$ cat src/hw/rtl/btpl_pkg.sv
// shared constants, node format and controller/datapath command types
`timescale 1ns / 1ps
`default_nettype none
package btpl_pkg;

  localparam int NODE_COUNT = 4096;
  localparam int NODE_W     = $clog2(NODE_COUNT);
  localparam int USED_W     = $clog2(NODE_COUNT + 1);
  localparam int PORT_BITS  = 8;
  localparam int RES_PORT_W = 8;
  localparam int ADDR_BITS  = 32;
  localparam int DEPTH_W    = 6;

  localparam logic OP_INSERT   = 1'b0;
  localparam logic OP_LOOKUP   = 1'b1;
  localparam logic STATUS_DONE = 1'b0;
  localparam logic STATUS_FULL = 1'b1;

  typedef logic [NODE_W-1:0] node_idx_t;

  localparam node_idx_t NO_CHILD = '0;

  typedef struct packed {
    node_idx_t            child1;
    node_idx_t            child0;
    logic                 valid;
    logic [PORT_BITS-1:0] port;
  } node_t;

  typedef struct packed {
    logic load;
    logic advance;
    logic write_final;
    logic link;
    logic grow;
    logic load_res;
    logic refuse;
  } btpl_cmd_t;

  typedef struct packed {
    logic is_lookup;
    logic step;
    logic at_limit;
    logic pool_full;
  } btpl_stat_t;

endpackage
`default_nettype wire

$ cat src/hw/rtl/btpl_ctrl.sv
// controller: sequences walk, link and grow steps and owns the handshakes
`timescale 1ns / 1ps
`default_nettype none
module btpl_ctrl (
  input  wire logic                 clk,
  input  wire logic                 rst_n,
  input  wire logic                 in_valid,
  output logic                      in_ready,
  output logic                      out_valid,
  input  wire logic                 out_ready,
  input  wire btpl_pkg::btpl_stat_t stat,
  output btpl_pkg::btpl_cmd_t       cmd
);

  typedef enum logic [2:0] {
    S_IDLE = 3'b001,
    S_WALK = 3'b010,
    S_GROW = 3'b100
  } state_t;

  state_t state_r, state_nxt;
  logic   out_valid_r, out_valid_nxt;
  logic   res_free;

  // result register can take a new word this cycle
  assign res_free = !out_valid_r || out_ready;

  always_comb begin
    cmd       = '0;
    state_nxt = state_r;
    in_ready  = 1'b0;
    unique case (state_r)
      S_IDLE: begin
        in_ready = 1'b1;
        if (in_valid) begin
          cmd.load  = 1'b1;
          state_nxt = S_WALK;
        end
      end
      S_WALK: begin
        priority if (stat.step) begin
          cmd.advance = 1'b1;
        end else if (!stat.is_lookup && !stat.at_limit && !stat.pool_full) begin
          cmd.link  = 1'b1;
          state_nxt = S_GROW;
        end else if (res_free) begin
          cmd.load_res    = 1'b1;
          cmd.refuse      = !stat.is_lookup && !stat.at_limit;
          cmd.write_final = !stat.is_lookup && stat.at_limit;
          state_nxt       = S_IDLE;
        end else begin
          state_nxt = S_WALK;
        end
      end
      S_GROW: begin
        // the last new node waits until the result word can be loaded
        cmd.grow = !stat.at_limit || res_free;
        if (stat.at_limit && res_free) begin
          cmd.load_res = 1'b1;
          state_nxt    = S_IDLE;
        end
      end
      default: begin
        state_nxt = S_IDLE;
      end
    endcase
  end

  always_comb begin
    priority if (cmd.load_res) begin
      out_valid_nxt = 1'b1;
    end else if (out_ready) begin
      out_valid_nxt = 1'b0;
    end else begin
      out_valid_nxt = out_valid_r;
    end
  end

  always_ff @(posedge clk) begin
    if (!rst_n) begin
      state_r     <= S_IDLE;
      out_valid_r <= 1'b0;
    end else begin
      state_r     <= state_nxt;
      out_valid_r <= out_valid_nxt;
    end
  end

  assign out_valid = out_valid_r;

endmodule
`default_nettype wire

$ cat config.mk
export PLATFORM = sky130hd
export DESIGN_NAME = btpl_ctrl
export DESIGN_NICKNAME = d
export VERILOG_FILES = /design/src/hw/rtl/btpl_pkg.sv /design/src/hw/rtl/btpl_ctrl.sv
export SDC_FILE = /design/constraint.sdc
export NUM_CORES = 1
export LEC_CHECK = 0
export BUFFER_PORTS_ARGS = -buffer_cell sky130_fd_sc_hd__buf_2
export CORE_AREA = 3 3 40 42
export DETAILED_ROUTE_END_ITERATION = 8
export DIE_AREA = 0 0 43 45
export PLACE_DENSITY = 0.47
export SYNTH_ARGS = -nofsm -noshare
export SYNTH_HDL_FRONTEND = slang
export SYNTH_SLANG_ARGS = --single-unit
$ cat constraint.sdc
create_clock -name clk -period 2 [get_ports clk]
set_input_delay 0.1 -clock clk [delete_from_list [all_inputs] [get_ports clk]]
set_output_delay 0.1 -clock clk [all_outputs]
set_load 0.005 [all_outputs]
==> impl_metrics.json <==
{
  "status": "complete, no violations",
  "finalClockSkew_ps": 1.091,
  "finish.utilization_pct": 35.15,
  "io_buffer_count": 16,
  "fin_total_pwr_w": 0.0003074,
  "drt-initial-drc-count": 2,
  "grt_setup_unrepaired": "no",
  "timing_max_transition_violations_final": 0,
  "postSynthAreaPerCell_um2": 8.043,
  "tritoncts": "built",
  "crit_slowest_cell": "sky130_fd_sc_hd__dfxtp_1",
  "cp.required_ps": 1900,
  "synth_cell_type_count": 25,
  "design.final.nets": 70,
  "totalNegativeSetupSlack_ps": 0,
  "routed_via_density": 4.707,
  "layout.cells.most_common": "sky130_fd_sc_hd__buf_2",
  "slew_headroom_pct": 78.22,
  "cpPeakStageDelay_ps": 380,
  "cp_endpoint_kind": "output port",
  "place.detailed.instances": 72,
  "grt_antenna_before_repair": 0,
  "synth-seq-area-share_pct": 23.70,
  "worstSetupPathType": "register to output port",
  "synth-compound-area-share_pct": 26.30,
  "post_cts_hold_buffer_count": 0,
  "post-cts-setup-buffers": 0,
  "synth-adder-area-share_pct": 0,
  "synthCells": 42,
  "route.antenna.remaining_nets": 0,
  "ys_ff_latch": 4,
  "worst_pin_slew_ps": 324.3,
  "yosys_warning_count": 0,
  "power_density_nw_per_um2": 680.6,
  "placeableCoreArea_um2": 1285,
  "post_synth_mux_area_share_pct": 0,
  "crit_chain": "or2b_1, o32a_1, nor2_1, buf_2",
  "seqCellArea_um2": 80.08,
  "synthesis.nets": 50,
  "synth-xor-area-share_pct": 0,
  "clock.fmax_ghz": 0.6918,
  "floorplan.io_pins": 17,
  "final_critical_path_share_of_the_clock_period_pct": 72.27,
  "critPathLaunchType": "register",
  "layout_common_cells": "sky130_fd_sc_hd__buf_2, sky130_fd_sc_hd__nor2_1, sky130_fd_sc_hd__dfxtp_1",
  "post_drt_wl_per_cell_um": 10.81,
  "report.final.setup_viol": 0,
  "clk_latency_ps": 230,
  "row_count": 13,
  "areaGrowthSynthToFinish_pct": 33.70,
  "cts_resized": 0,
  "global_route_wire_length_before_repair_um": 1380,
  "period_needed_ps": 1445,
  "htree_levels": 1,
  "first_global_vias": 329,
  "vias": 353,
  "cts.sinks": 4,
  "die_area_um2": 1935,
  "drc_errors": 0,
  "combinational_family_with_the_most_area_after_synthesis": "simple AND/OR/NAND/NOR gates",
  "synth_area_um2": 337.8,
  "cts.root.buffer_cell": "sky130_fd_sc_hd__clkbuf_4",
  "synth_simple_gate_area_share_pct": 45.56,
  "place_ws_ps": 696.3,
  "path_clk_slew_ps": 40,
  "worst-endpoint-arrival_ps": 1350,
  "worst_path_dominant_cell_family": "flip-flops",
  "die-width_um": 43,
  "critPathBufInv": 1,
  "power.leakage_nw": 0.2065,
  "worst-path-max-fanout": 6,
  "final-instance-count-excl-fill": 75,
  "initial_core_util_pct": 26.29,
  "multi_input_area_um2": 242.7,
  "drt_wl_total_um": 811,
  "finalHoldViolCount": 0,
  "maxCapViolations": 0,
  "place_hpwl_um": 690.4,
  "track_usage_pct": 9.992,
  "grt_max_degree": 9,
  "drive_gt1_share_pct": 43.33,
  "drtPass1Iterations": 2,
  "gp_routability_congestion": 0.6861,
  "die_height_um": 45,
  "cts_inserted_buffers": 3,
  "worst_hold_path_type": "input pin to register",
  "setup_slack_ps": 554.5,
  "cts-root-to-sink-buffers": 2,
  "fill_count": 138,
  "antenna_cells": 0,
  "peakVddDrop_mv": 0.2720,
  "grt_remaining_overflow": 0
}
[per-stage QoR]
| stage | hold slack (ps) | instance area (um^2) |
|---|---|---|
| floorplan | 235.3 | 337.8 |
| global placement | 391.6 | 429.2 |
| detailed placement | 406.2 | 429.2 |
| CTS | 160.0 | 451.7 |
| global route | 175.3 | 451.7 |
| finish | 156.4 | 451.7 |
[worst paths after layout]
path | cells after the start | slack (ps) | endpoint | from
hold / removal | 3 | 160 | out_valid | rst_n
hold reg to reg | 1 | 610 | state_r[1] | state_r[2]
setup reg to reg | 4 | 690 | state_r[0] | out_valid
setup / recovery | 4 | 550 | cmd[1] | state_r[1]
[routing by layer]
| metal | up-vias | part of all wire (%) | routed length, um | track usage [%] |
|---|---|---|---|---|
| met4 | 0 | 2.1 | 17 | 10.84 |
| met5 | - | 0 | 0 | 0 |
| met1 | 154 | 48 | 390 | 11.57 |
| met2 | 11 | 43 | 352 | 14.37 |
| li1 | 186 | - | - | - |
| met3 | 2 | 6.2 | 50 | 2.390 |
[Yosys cell counts, drive strengths merged]
| master | count | share of area (%) |
|---|---|---|
| a2111oi | 1 | 4.4 |
| a211o | 1 | 2.6 |
| a211oi | 1 | 3.7 |
| a21boi | 1 | 2.2 |
| a21o | 1 | 2.2 |
| a21oi | 3 | 4.4 |
| and2 | 2 | 4.4 |
| buf | 1 | 2.2 |
| dfxtp | 4 | 24 |
| inv | 2 | 2.2 |
| nand2 | 3 | 3.3 |
| nand2b | 3 | 6.3 |
| nor2 | 4 | 4.4 |
| nor2b | 2 | 3.7 |
| nor3 | 3 | 5.9 |
| nor3b | 2 | 7.4 |
| nor4 | 2 | 3.7 |
| o21a | 1 | 2.2 |
| o21ai | 1 | 1.5 |
| o32a | 1 | 3.0 |
| or2b | 2 | 4.4 |
| or3 | 1 | 1.9 |
[power breakdown]
| group | switching (W) | internal, W |
|---|---|---|
| sequential | 0.0000168 | 0.0000910 |
| combinational | 0.0000485 | 0.0000531 |
| clock | 0.0000310 | 0.0000670 |
| total | 0.0000964 | 0.000211 |
[sequential cells by signal, summed over array words and instances (netlist names)]
name / cells
state_r: 3
out_valid: 1
[worst register-to-register path: stages (launching register included)]
cell and delay (ps):
sky130_fd_sc_hd__dfxtp_1 320, sky130_fd_sc_hd__nor2b_1 240, sky130_fd_sc_hd__o21ai_0 140, sky130_fd_sc_hd__a21o_1 210, sky130_fd_sc_hd__a211o_1 280
[cells by family (layout without fill, tap and decap cells)]
| group | Yosys count | count (layout) |
|---|---|---|
| buffers and inverters | 3 | 21 |
| AOI/OAI and AO/OA | 11 | 11 |
| DFF | 4 | 4 |
| and+or+nand+nor | 24 | 24 |
[area by class of cell]
class | instances | area share, %
timing repair buffer | 16 | 17.73
tap | 15 | 4.155
multi-input combinational | 35 | 53.74
clock buffer | 3 | 4.986
sequential | 4 | 17.73
inverter | 2 | 1.662
Power figures use the tool's default switching activity.
